## src/rtl/tsr_pkg.sv

```systemverilog
package tsr_pkg;

	localparam int unsigned MAX_FRAME_BYTES = 2048;
	localparam int unsigned QDEPTH = 4;
	localparam int unsigned QPTR_W = $clog2(QDEPTH);
	localparam int unsigned QCNT_W = $clog2(QDEPTH + 1);

	localparam logic [15:0] MIN_FRAME_LEN = 16'd54;
	localparam logic [15:0] MAX_FRAME_LEN = 16'(MAX_FRAME_BYTES);
	localparam logic [15:0] MIN_IP_TOTAL = 16'd40;
	localparam logic [16:0] ETH_HDR_LEN = 17'd14;
	localparam logic [7:0] IP_VER_IHL = 8'h45;
	localparam logic [7:0] IP_PROTO_TCP = 8'h06;
	localparam logic [7:0] TCP_DATA_OFFSET = 8'h50;
	localparam logic [7:0] TCP_FLAGS_RST_ACK = 8'h14;
	localparam logic [7:0] TCP_WINDOW_HI = 8'h20;
	localparam logic [2:0] SYN_FLAG_BIT = 3'd1;
	localparam logic [2:0] ACK_FLAG_BIT = 3'd4;
	localparam logic [4:0] REPLY_LAST_IDX = 5'd19;

	// Constant terms of the checksum: protocol, segment length, offset/flags word, window.
	localparam logic [19:0] CSUM_CONST = 20'h00006 + 20'd20 + 20'h05014 + 20'h02000;

	localparam logic REG_LOCAL_ADDRESS = 1'b0;
	localparam logic REG_LOCAL_ADDRESS_VALID = 1'b1;

	typedef struct packed {
		logic [15:0] own_port;
		logic [15:0] peer_port;
		logic [31:0] ack;
		logic [16:0] csum_f1;
		logic [31:0] destination;
	} tsr_reply_t;

	typedef struct packed {
		logic valid;
		tsr_reply_t reply;
	} tsr_push_t;

endpackage

```

## src/rtl/tsr_if.sv

```systemverilog
interface tsr_rx_if;
	logic valid;
	logic ready;
	logic [7:0] rx_byte;
	logic rx_last;

	modport source(output valid, rx_byte, rx_last, input ready);
	modport sink(input valid, rx_byte, rx_last, output ready);
endinterface

interface tsr_tx_if;
	logic valid;
	logic ready;
	logic [7:0] tx_byte;
	logic tx_last;
	logic [31:0] reply_destination;

	modport source(output valid, tx_byte, tx_last, reply_destination, input ready);
	modport sink(input valid, tx_byte, tx_last, reply_destination, output ready);
endinterface

```

## src/rtl/tcp_syn_reset_responder.sv

```systemverilog
// Receives an Ethernet frame one beat per byte and answers a TCP SYN addressed to the local
// address with a 20-byte RST+ACK segment, sent one beat per byte with the peer address on
// every beat. The receive side takes a byte in every cycle; it drops ready only when four
// replies are already queued or being prepared, which happens only while the reply side is
// stalled. A reply passes the s1 and s2 registers, the queue and the output register; it is
// sent as 20 beats, and the next reply is loaded from the queue after its last beat.
module tcp_syn_reset_responder (
	input  logic clk,
	input  logic arst_n,
	tsr_rx_if.sink rx,
	tsr_tx_if.source tx,
	input  logic cfg_we,
	input  logic cfg_index,
	input  logic [31:0] cfg_wdata
);

	tsr_pkg::tsr_push_t push;
	tsr_pkg::tsr_reply_t head;
	logic head_valid;
	logic pop;
	logic [tsr_pkg::QCNT_W-1:0] q_count;

	tsr_front u_front (
		.clk(clk),
		.arst_n(arst_n),
		.rx(rx),
		.cfg_we(cfg_we),
		.cfg_index(cfg_index),
		.cfg_wdata(cfg_wdata),
		.q_count(q_count),
		.push(push)
	);

	tsr_queue u_queue (
		.clk(clk),
		.arst_n(arst_n),
		.push(push),
		.pop(pop),
		.head_valid(head_valid),
		.head(head),
		.count(q_count)
	);

	tsr_back u_back (
		.clk(clk),
		.arst_n(arst_n),
		.head_valid(head_valid),
		.head(head),
		.pop(pop),
		.tx(tx)
	);

	// A reply must never arrive at a full queue.
	assert property (@(posedge clk) disable iff (!arst_n)
		push.valid |-> q_count < tsr_pkg::QCNT_W'(tsr_pkg::QDEPTH))
		else $error("reply pushed into a full queue");

	// Taking a reply from the queue without a push leaves its count one lower.
	assert property (@(posedge clk) disable iff (!arst_n)
		pop && head_valid && !push.valid |=> q_count == $past(q_count) - tsr_pkg::QCNT_W'(1))
		else $error("queue count did not drop on pop");

	// The cycle after a reply's last beat leaves, no other last beat is offered.
	assert property (@(posedge clk) disable iff (!arst_n)
		tx.valid && tx.tx_last && tx.ready |=> !tx.valid || !tx.tx_last)
		else $error("two reply ends in consecutive beats");

endmodule

```

## src/rtl/tsr_front.sv

```systemverilog
module tsr_front (
	input  logic clk,
	input  logic arst_n,
	tsr_rx_if.sink rx,
	input  logic cfg_we,
	input  logic cfg_index,
	input  logic [31:0] cfg_wdata,
	input  logic [tsr_pkg::QCNT_W-1:0] q_count,
	output tsr_pkg::tsr_push_t push
);

	logic [31:0] local_address_q;
	logic local_address_valid_q;
	logic [15:0] byte_position_q;
	logic [7:0] version_and_length_q;
	logic [7:0] ip_protocol_q;
	logic [15:0] ip_total_length_q;
	logic [31:0] sender_address_q;
	logic [31:0] target_address_q;
	logic [15:0] sender_port_q;
	logic [15:0] target_port_q;
	logic [31:0] received_sequence_q;
	logic [7:0] received_flags_q;
	logic [31:0] accepted_packet_count_q;

	logic valid_s1;
	logic [15:0] sport_s1, tport_s1;
	logic [31:0] ack_s1, sender_s1, local_s1;
	logic valid_s2;
	logic [15:0] sport_s2, tport_s2;
	logic [31:0] ack_s2, sender_s2;
	logic [17:0] addr_sum_s2, seg_sum_s2;

	logic beat, frame_ok, syn_only;
	logic [15:0] frame_len;
	logic [tsr_pkg::QCNT_W:0] inflight;
	logic [19:0] csum_total;

	assign inflight = {1'b0, q_count} + (tsr_pkg::QCNT_W + 1)'(valid_s1)
		+ (tsr_pkg::QCNT_W + 1)'(valid_s2);
	assign rx.ready = inflight < (tsr_pkg::QCNT_W + 1)'(tsr_pkg::QDEPTH);
	assign beat = rx.valid && rx.ready;

	assign frame_len = (byte_position_q == 16'hFFFF) ? byte_position_q : byte_position_q + 16'd1;

	always_comb begin
		frame_ok = (frame_len >= tsr_pkg::MIN_FRAME_LEN) && (frame_len <= tsr_pkg::MAX_FRAME_LEN)
			&& (version_and_length_q == tsr_pkg::IP_VER_IHL)
			&& (ip_protocol_q == tsr_pkg::IP_PROTO_TCP)
			&& (ip_total_length_q >= tsr_pkg::MIN_IP_TOTAL)
			&& ({1'b0, ip_total_length_q} + tsr_pkg::ETH_HDR_LEN <= {1'b0, frame_len})
			&& local_address_valid_q
			&& (target_address_q == local_address_q);
		syn_only = received_flags_q[tsr_pkg::SYN_FLAG_BIT]
			&& !received_flags_q[tsr_pkg::ACK_FLAG_BIT];
	end

	always_ff @(posedge clk or negedge arst_n) begin
		if (!arst_n) begin
			local_address_q <= '0;
			local_address_valid_q <= 1'b0;
		end else if (cfg_we) begin
			case (cfg_index)
				tsr_pkg::REG_LOCAL_ADDRESS: local_address_q <= cfg_wdata;
				tsr_pkg::REG_LOCAL_ADDRESS_VALID: local_address_valid_q <= cfg_wdata[0];
				default: ;
			endcase
		end
	end

	always_ff @(posedge clk or negedge arst_n) begin
		if (!arst_n) begin
			byte_position_q <= '0;
			accepted_packet_count_q <= '0;
		end else if (beat) begin
			byte_position_q <= rx.rx_last ? 16'd0 : frame_len;
			if (rx.rx_last && frame_ok) begin
				accepted_packet_count_q <= accepted_packet_count_q + 32'd1;
			end
		end
	end

	always_ff @(posedge clk) begin
		if (beat) begin
			case (byte_position_q)
				16'd14: version_and_length_q <= rx.rx_byte;
				16'd16: ip_total_length_q[15:8] <= rx.rx_byte;
				16'd17: ip_total_length_q[7:0] <= rx.rx_byte;
				16'd23: ip_protocol_q <= rx.rx_byte;
				16'd26: sender_address_q[31:24] <= rx.rx_byte;
				16'd27: sender_address_q[23:16] <= rx.rx_byte;
				16'd28: sender_address_q[15:8] <= rx.rx_byte;
				16'd29: sender_address_q[7:0] <= rx.rx_byte;
				16'd30: target_address_q[31:24] <= rx.rx_byte;
				16'd31: target_address_q[23:16] <= rx.rx_byte;
				16'd32: target_address_q[15:8] <= rx.rx_byte;
				16'd33: target_address_q[7:0] <= rx.rx_byte;
				16'd34: sender_port_q[15:8] <= rx.rx_byte;
				16'd35: sender_port_q[7:0] <= rx.rx_byte;
				16'd36: target_port_q[15:8] <= rx.rx_byte;
				16'd37: target_port_q[7:0] <= rx.rx_byte;
				16'd38: received_sequence_q[31:24] <= rx.rx_byte;
				16'd39: received_sequence_q[23:16] <= rx.rx_byte;
				16'd40: received_sequence_q[15:8] <= rx.rx_byte;
				16'd41: received_sequence_q[7:0] <= rx.rx_byte;
				16'd47: received_flags_q <= rx.rx_byte;
				default: ;
			endcase
		end
	end

	always_ff @(posedge clk or negedge arst_n) begin
		if (!arst_n) begin
			valid_s1 <= 1'b0;
			valid_s2 <= 1'b0;
		end else begin
			valid_s1 <= beat && rx.rx_last && frame_ok && syn_only;
			valid_s2 <= valid_s1;
		end
	end

	always_ff @(posedge clk) begin
		sport_s1 <= sender_port_q;
		tport_s1 <= target_port_q;
		ack_s1 <= received_sequence_q + 32'd1;
		sender_s1 <= sender_address_q;
		local_s1 <= local_address_q;

		sport_s2 <= sport_s1;
		tport_s2 <= tport_s1;
		ack_s2 <= ack_s1;
		sender_s2 <= sender_s1;
		addr_sum_s2 <= 18'(local_s1[31:16]) + 18'(local_s1[15:0])
			+ 18'(sender_s1[31:16]) + 18'(sender_s1[15:0]);
		seg_sum_s2 <= 18'(tport_s1) + 18'(sport_s1) + 18'(ack_s1[31:16]) + 18'(ack_s1[15:0]);
	end

	assign csum_total = 20'(addr_sum_s2) + 20'(seg_sum_s2) + tsr_pkg::CSUM_CONST;

	always_comb begin
		push.valid = valid_s2;
		push.reply.own_port = tport_s2;
		push.reply.peer_port = sport_s2;
		push.reply.ack = ack_s2;
		push.reply.csum_f1 = 17'(csum_total[15:0]) + 17'(csum_total[19:16]);
		push.reply.destination = sender_s2;
	end

endmodule

```

## src/rtl/tsr_queue.sv

```systemverilog
module tsr_queue (
	input  logic clk,
	input  logic arst_n,
	input  tsr_pkg::tsr_push_t push,
	input  logic pop,
	output logic head_valid,
	output tsr_pkg::tsr_reply_t head,
	output logic [tsr_pkg::QCNT_W-1:0] count
);

	tsr_pkg::tsr_reply_t entries_q [tsr_pkg::QDEPTH];
	logic [tsr_pkg::QPTR_W-1:0] wr_ptr_q, rd_ptr_q;
	logic [tsr_pkg::QCNT_W-1:0] count_q;
	logic do_pop;

	assign do_pop = pop && (count_q != '0);
	assign head_valid = count_q != '0;
	assign head = entries_q[rd_ptr_q];
	assign count = count_q;

	always_ff @(posedge clk) begin
		if (push.valid) begin
			entries_q[wr_ptr_q] <= push.reply;
		end
	end

	always_ff @(posedge clk or negedge arst_n) begin
		if (!arst_n) begin
			wr_ptr_q <= '0;
			rd_ptr_q <= '0;
			count_q <= '0;
		end else begin
			if (push.valid) begin
				wr_ptr_q <= wr_ptr_q + tsr_pkg::QPTR_W'(1);
			end
			if (do_pop) begin
				rd_ptr_q <= rd_ptr_q + tsr_pkg::QPTR_W'(1);
			end
			count_q <= count_q + tsr_pkg::QCNT_W'(push.valid) - tsr_pkg::QCNT_W'(do_pop);
		end
	end

endmodule

```

## src/rtl/tsr_back.sv

```systemverilog
module tsr_back (
	input  logic clk,
	input  logic arst_n,
	input  logic head_valid,
	input  tsr_pkg::tsr_reply_t head,
	output logic pop,
	tsr_tx_if.source tx
);

	tsr_pkg::tsr_reply_t reply_q;
	logic [15:0] csum_q;
	logic busy_q;
	logic [4:0] idx_q;
	logic out_valid_q;
	logic [7:0] out_byte_q;
	logic out_last_q;
	logic [31:0] out_dest_q;
	logic advance;
	logic [7:0] cur_byte;
	logic [15:0] folded;

	assign pop = !busy_q;
	assign advance = busy_q && (!out_valid_q || tx.ready);
	assign folded = head.csum_f1[15:0] + 16'(head.csum_f1[16]);

	always_comb begin
		case (idx_q)
			5'd0: cur_byte = reply_q.own_port[15:8];
			5'd1: cur_byte = reply_q.own_port[7:0];
			5'd2: cur_byte = reply_q.peer_port[15:8];
			5'd3: cur_byte = reply_q.peer_port[7:0];
			5'd8: cur_byte = reply_q.ack[31:24];
			5'd9: cur_byte = reply_q.ack[23:16];
			5'd10: cur_byte = reply_q.ack[15:8];
			5'd11: cur_byte = reply_q.ack[7:0];
			5'd12: cur_byte = tsr_pkg::TCP_DATA_OFFSET;
			5'd13: cur_byte = tsr_pkg::TCP_FLAGS_RST_ACK;
			5'd14: cur_byte = tsr_pkg::TCP_WINDOW_HI;
			5'd16: cur_byte = csum_q[15:8];
			5'd17: cur_byte = csum_q[7:0];
			default: cur_byte = 8'h00;
		endcase
	end

	always_ff @(posedge clk) begin
		if (!busy_q && head_valid) begin
			reply_q <= head;
			csum_q <= ~folded;
		end
		if (advance) begin
			out_byte_q <= cur_byte;
			out_last_q <= idx_q == tsr_pkg::REPLY_LAST_IDX;
			out_dest_q <= reply_q.destination;
		end
	end

	always_ff @(posedge clk or negedge arst_n) begin
		if (!arst_n) begin
			busy_q <= 1'b0;
			idx_q <= '0;
			out_valid_q <= 1'b0;
		end else begin
			if (!busy_q) begin
				busy_q <= head_valid;
				idx_q <= '0;
			end else if (advance) begin
				idx_q <= idx_q + 5'd1;
				if (idx_q == tsr_pkg::REPLY_LAST_IDX) begin
					busy_q <= 1'b0;
				end
			end
			if (advance) begin
				out_valid_q <= 1'b1;
			end else if (tx.ready) begin
				out_valid_q <= 1'b0;
			end
		end
	end

	assign tx.valid = out_valid_q;
	assign tx.tx_byte = out_byte_q;
	assign tx.tx_last = out_last_q;
	assign tx.reply_destination = out_dest_q;

endmodule
```

## src/flat_wrapper.sv

```systemverilog
// flat-port wrapper written by rule: the top's interface ports become plain ports
module tcp_syn_reset_responder_flat 
  (clk, arst_n, cfg_we, cfg_index, cfg_wdata, rx_valid, rx_rx_byte, rx_rx_last, rx_ready, tx_valid, tx_tx_byte, tx_tx_last, tx_reply_destination, tx_ready);
  tsr_rx_if rx_i ();
  tsr_tx_if tx_i ();
  input  logic clk;
  input  logic arst_n;
  input  logic cfg_we;
  input  logic cfg_index;
  input  logic [31:0] cfg_wdata;
  input wire logic [$bits(rx_i.valid)-1:0] rx_valid;
  input wire logic [$bits(rx_i.rx_byte)-1:0] rx_rx_byte;
  input wire logic [$bits(rx_i.rx_last)-1:0] rx_rx_last;
  output wire logic [$bits(rx_i.ready)-1:0] rx_ready;
  output wire logic [$bits(tx_i.valid)-1:0] tx_valid;
  output wire logic [$bits(tx_i.tx_byte)-1:0] tx_tx_byte;
  output wire logic [$bits(tx_i.tx_last)-1:0] tx_tx_last;
  output wire logic [$bits(tx_i.reply_destination)-1:0] tx_reply_destination;
  input wire logic [$bits(tx_i.ready)-1:0] tx_ready;
  assign rx_i.valid = rx_valid;
  assign rx_i.rx_byte = rx_rx_byte;
  assign rx_i.rx_last = rx_rx_last;
  assign rx_ready = rx_i.ready;
  assign tx_valid = tx_i.valid;
  assign tx_tx_byte = tx_i.tx_byte;
  assign tx_tx_last = tx_i.tx_last;
  assign tx_reply_destination = tx_i.reply_destination;
  assign tx_i.ready = tx_ready;
  tcp_syn_reset_responder u_core (.clk(clk), .arst_n(arst_n), .rx(rx_i), .tx(tx_i), .cfg_we(cfg_we), .cfg_index(cfg_index), .cfg_wdata(cfg_wdata));
endmodule
```

## config.mk

```make
export PLATFORM = sky130hd
export DESIGN_NAME = tcp_syn_reset_responder_flat
export DESIGN_NICKNAME = d
export VERILOG_FILES = /design/src/rtl/tsr_pkg.sv /design/src/rtl/tsr_if.sv /design/src/rtl/tcp_syn_reset_responder.sv /design/src/rtl/tsr_front.sv /design/src/rtl/tsr_queue.sv /design/src/rtl/tsr_back.sv /design/src/flat_wrapper.sv
export SDC_FILE = /design/constraint.sdc
export NUM_CORES = 1
export LEC_CHECK = 0
export BUFFER_PORTS_ARGS = -buffer_cell sky130_fd_sc_hd__buf_4
export CAP_MARGIN = 25
export CORE_MARGIN = 5
export CORE_UTILIZATION = 59
export DETAILED_ROUTE_END_ITERATION = 6
export PLACE_DENSITY_LB_ADDON = 0.1
export SYNTH_ARGS = -nofsm -noshare
export SYNTH_HDL_FRONTEND = slang
export SYNTH_HIERARCHICAL = 1
export SYNTH_SLANG_ARGS = --single-unit
```

## constraint.sdc

```tcl
create_clock -name clk -period 7.9 [get_ports clk]
set_input_delay 1.185 -clock clk [delete_from_list [all_inputs] [get_ports clk]]
set_output_delay 1.185 -clock clk [all_outputs]
set_load 0.05 [all_outputs]
```

==> run summary <==
The run finished with clean final reports. The leakage component of the power came out at around 16 nW. Counting flops with an async set or reset pin after synthesis yields a share of around 6%. The iteration-0 DRC count of the detailed router came out at between 1500 and 2000. The hold violation count in the final report came out at 0. The first-pass detailed-route iteration total is 5. Summing all multi-input logic gate instances after layout gives about 11000 sq um. The die extent in x came out at 274.1 microns.

The final hold slack is between 0.3 and 0.4 ns. In this run, synthesis produced a sequential element count of approximately 1100. At the placement stage, the worst setup path has a slack of ~3.4 ns. Global routing used a little under a quarter of the available tracks. The pin count of the biggest net entering global routing came out at 64.

Setup repair after global routing left no endpoint under its margin. The synthesized netlist contains 93 unique library cells. The tool flagged a number of max-cap violations equal to 0. In this run the worst hold path is classified as flip-flop to flip-flop.

The number of setup buffers added after CTS is 0. The initialized floorplan defines 96 standard-cell rows. Of the post-synthesis cell area, the part taken by muxes is between 7 and 8%. The maximum number of buffers from clock root to sink is 3. The setup path with the least slack is of type flip-flop to flip-flop. Clock-pin slew was measured on the worst setup and hold paths at 0.06 ns. For this design the ratio of total power to cell area is between 300 and 400 nW/um^2. The maximum clock skew at final layout came out at roughly 0.022 ns. The detail route stage leaves a number of antenna-violating nets equal to 0. The final cell utilization of the core is about two thirds. The xor/xnor share of the synthesized area came out at 3.415%.

The y dimension of the die came out at about 270 microns. The compound-gate portion of the synthesized area came out at about 3.5%. The final critical path time including I/O delays and setup is between 4 and 5 ns. In this run, CTS created clock tree buffers numbering ~110. The peak supply drop came out at between 0.0002 and 0.00025 V. The count of mapped cells out of synthesis is approximately 2300. The number of global-route vias before repair is ~21000. The CTS tree is done. The share of post-route cells with drive strength above 1 came out at a little under a fifth. The HPWL after detailed placement came out at 55970 microns.

The via density per instance came out at approximately 5.8. The data required time of the worst path is 8.34 ns. Gates resized during post-CTS repair numbered 0.

The count of yosys warnings during synthesis came out at 6. The area share of fa/ha/maj cells after synthesis came out at 6.508%. For this design, the CTS-stage hold fixing added 0 buffers.

Data on the critical path arrives at its endpoint at around 5 ns. The I/O pin count came out at 90. The routability congestion estimate from global placement is just over 0.9. The overall overflow remaining after global route came out at 0. The starting utilization of the core area is around 60%. Wires add up to roughly 84000 microns. The routed layout has about 20000 vias. The routed wire length per instance is about 24 microns. The part of the cycle the worst path needs is 57.88%. The register area share after synthesis came out at slightly above 70%.

The aggregate negative setup slack is 0 ns. The cell area after synthesis came out at roughly 41000 sq um. The count of nets after finishing is 2681. The tree built by TritonCTS fans out to roughly 1100 sinks. The die area came out at 75110 sq um.

The root cell of the clock tree is sky130_fd_sc_hd__clkbuf_16. The average cell area after synthesis is approximately 18 sq um. The final critical-path setup slack is roughly 3.3 ns. Setup violations remaining at the end of the flow were counted as 0. The upper clock frequency limit came out at 218.7 MHz. The global-route wire length before repair came out at 128800 microns. The DRC violations left came out at 0. Along the worst path, the maximum fanout reaches 9. STA classifies the critical path endpoint as a flip-flop. When the netlist entered floorplanning its net count stood at 2518. The non-filler instance count after layout is 3485. The placed cell count is between 3000 and 4000. In this run the tightest slew margin relative to its limit is between 30% and 40%. The worst setup path is launched from a flip-flop. The number of enable flip-flop cells after synthesis is roughly 770. The clock latency reported for the late side of the worst-skew pair came out at 0.66 ns. The final number of max-transition violations was 0.

The area inside the core boundary came out at ~69000 sq um. The number of antenna violations at the first check in global routing is 9. At the pin with the least slew margin, the transition time is ~1.0 ns.

Buffers placed on the I/O ports in this run total slightly below 90. The most common flop cell mapped by yosys is sky130_fd_sc_hd__edfxtp_1. The fill cell instance count of the final layout is between 4000 and 5000.

Registers take 29870 sq um. The synthesis-to-finish area growth is 12.81%. The CTS H-tree depth is 3. After synthesis, the largest family of logic cells by area is multiplexers. The simple-gate area share of the yosys netlist came out at about 5.0%.
[area by class of cell]
class / instances / area share [%]
sequential: 1092 / 64.36
multi-input combinational: 1083 / 23.08
clock buffer: 146 / 6.510
tap: 931 / 2.510
timing repair buffer: 109 / 1.758
clock inverter: 53 / 1.210
inverter: 70 / 0.5661
antenna: 1 / 0.005392
[cells in the final DEF, fill, tap and decap left out, types with 55 or more instances in the layout]
cell type,n
sky130_fd_sc_hd__edfxtp_1,767
sky130_fd_sc_hd__dfxtp_1,260
sky130_fd_sc_hd__clkbuf_16,113
sky130_fd_sc_hd__mux4_2,113
sky130_fd_sc_hd__buf_4,108
sky130_fd_sc_hd__ha_1,106
sky130_fd_sc_hd__nand2_1,86
sky130_fd_sc_hd__xnor2_1,82
sky130_fd_sc_hd__xor2_1,71
sky130_fd_sc_hd__inv_1,70
sky130_fd_sc_hd__nor2_1,70
sky130_fd_sc_hd__fa_1,67
sky130_fd_sc_hd__dfrtp_1,62
sky130_fd_sc_hd__nand3_1,55
[power breakdown]
group	internal (mW)	total, mW	leakage [nW]	switching, mW
clock	2.96	5.08	1.76	2.11
combinational	0.825	2.25	4.50	1.42
sequential	6.50	6.66	9.94	0.155
[flip-flops by register name, summed over array words and instances (netlist names), 32 cells and up]
name                                count
u_core/u_front/received_sequence_q     32
u_core/u_front/target_address_q        32
u_core/u_front/sender_s2               32
u_core/u_front/sender_s1               32
u_core/u_back/reply_q                  96
u_core/u_front/local_address_q         32
u_core/u_back/tx.reply_destination     32
u_core/u_front/ack_s1                  32
u_core/u_front/ack_s2                  32
u_core/u_queue/entries_q              452
u_core/u_front/sender_address_q        32
u_core/u_front/local_s1                32
[worst max-delay path, stage by stage, from the launching register on]
cell                       delay, ns
sky130_fd_sc_hd__dfxtp_1        0.30
sky130_fd_sc_hd__inv_1          0.04
sky130_fd_sc_hd__ha_1           0.27
sky130_fd_sc_hd__inv_1          0.04
sky130_fd_sc_hd__ha_1           0.39
sky130_fd_sc_hd__or4_1          0.55
sky130_fd_sc_hd__o21ai_0        0.12
sky130_fd_sc_hd__a2111o_1       0.17
sky130_fd_sc_hd__a31oi_1        0.11
sky130_fd_sc_hd__o31ai_1        0.28
sky130_fd_sc_hd__nor2b_1        0.20
sky130_fd_sc_hd__xnor2_1        0.13
sky130_fd_sc_hd__ha_1           0.21
sky130_fd_sc_hd__fa_1           0.22
sky130_fd_sc_hd__a21oi_1        0.08
sky130_fd_sc_hd__nor2_1         0.08
sky130_fd_sc_hd__nor2_1         0.10
sky130_fd_sc_hd__nor3_1         0.57
sky130_fd_sc_hd__nand3_1        0.17
sky130_fd_sc_hd__xnor2_1        0.31
[logic make-up after synthesis]
logic type | after synthesis
mux | 162
fa+ha+maj | 174
buf+inv | 123
simple gates | 387
xor+xnor | 157
flops | 1092
compound gates | 203
[final timing paths]
path | startpoint | to | slack (ns) | depth (start not counted)
worst max-delay path | u_core/u_front/addr_sum_s2[5] | u_core/u_queue/entries_q[2][44] | 3.33 | 19
worst min-delay path | u_core/u_front/sender_port_q[11] | u_core/u_front/sport_s1[11] | 0.34 | 0
worst max register to register | u_core/u_front/addr_sum_s2[5] | u_core/u_queue/entries_q[2][44] | 3.33 | 19
worst min register to register | u_core/u_front/sender_port_q[11] | u_core/u_front/sport_s1[11] | 0.34 | 0
max in group asynchronous | arst_n | u_core/u_queue/rd_ptr_q[0] | 6.33 | 2
min in group asynchronous | arst_n | u_core/u_back/tx.valid | 0.38 | 1
[per-layer routing]
layer | GRT usage [%] | share of wire [%]
met1 | 33.90 | 45
met2 | 36.66 | 48
met3 | 3.876 | 5.0
met4 | 5.655 | 2.4
met5 | 0 | 0
[stage by stage]
stage | cell area (sq um) | total power, mW
6_report | 46410 | 13.98
3_5_place_dp | 42830 | 8.996
4_1_cts | 46410 | 14.05
5_1_grt | 46410 | 14.55
2_1_floorplan | 41140 | 8.344
3_3_place_gp | 42820 | 8.923
[cell usage after synthesis (7+ instances only)]
| master | n | area [sq um] |
|---|---|---|
| sky130_fd_sc_hd__a211oi_1 | 7 | 52.55 |
| sky130_fd_sc_hd__a21o_1 | 12 | 90.09 |
| sky130_fd_sc_hd__a21oi_1 | 40 | 200.2 |
| sky130_fd_sc_hd__a22oi_1 | 7 | 52.55 |
| sky130_fd_sc_hd__a31oi_1 | 7 | 43.79 |
| sky130_fd_sc_hd__and2_1 | 14 | 87.58 |
| sky130_fd_sc_hd__and3_1 | 16 | 100.1 |
| sky130_fd_sc_hd__buf_2 | 18 | 90.09 |
| sky130_fd_sc_hd__buf_6 | 13 | 146.4 |
| sky130_fd_sc_hd__clkbuf_1 | 14 | 52.55 |
| sky130_fd_sc_hd__dfrtp_1 | 65 | 1627 |
| sky130_fd_sc_hd__dfxtp_1 | 260 | 5205 |
| sky130_fd_sc_hd__edfxtp_1 | 767 | 23030 |
| sky130_fd_sc_hd__fa_1 | 67 | 1341 |
| sky130_fd_sc_hd__ha_1 | 106 | 1326 |
| sky130_fd_sc_hd__inv_1 | 70 | 262.8 |
| sky130_fd_sc_hd__mux2_2 | 38 | 427.9 |
| sky130_fd_sc_hd__mux2i_1 | 11 | 110.1 |
| sky130_fd_sc_hd__mux4_2 | 113 | 2545 |
| sky130_fd_sc_hd__nand2_1 | 86 | 322.8 |
| sky130_fd_sc_hd__nand2b_1 | 11 | 68.82 |
| sky130_fd_sc_hd__nand3_1 | 55 | 275.3 |
| sky130_fd_sc_hd__nand4_1 | 23 | 143.9 |
| sky130_fd_sc_hd__nor2_1 | 70 | 262.8 |
| sky130_fd_sc_hd__nor2b_1 | 15 | 93.84 |
| sky130_fd_sc_hd__nor3_1 | 28 | 140.1 |
| sky130_fd_sc_hd__nor4_1 | 18 | 112.6 |
| sky130_fd_sc_hd__o211ai_1 | 8 | 60.06 |
| sky130_fd_sc_hd__o21a_1 | 15 | 112.6 |
| sky130_fd_sc_hd__o21ai_0 | 42 | 210.2 |
| sky130_fd_sc_hd__o31a_1 | 7 | 61.31 |
| sky130_fd_sc_hd__xnor2_1 | 82 | 718.2 |
| sky130_fd_sc_hd__xor2_1 | 71 | 621.9 |
Note: power is estimated with default switching activity, not from simulation.
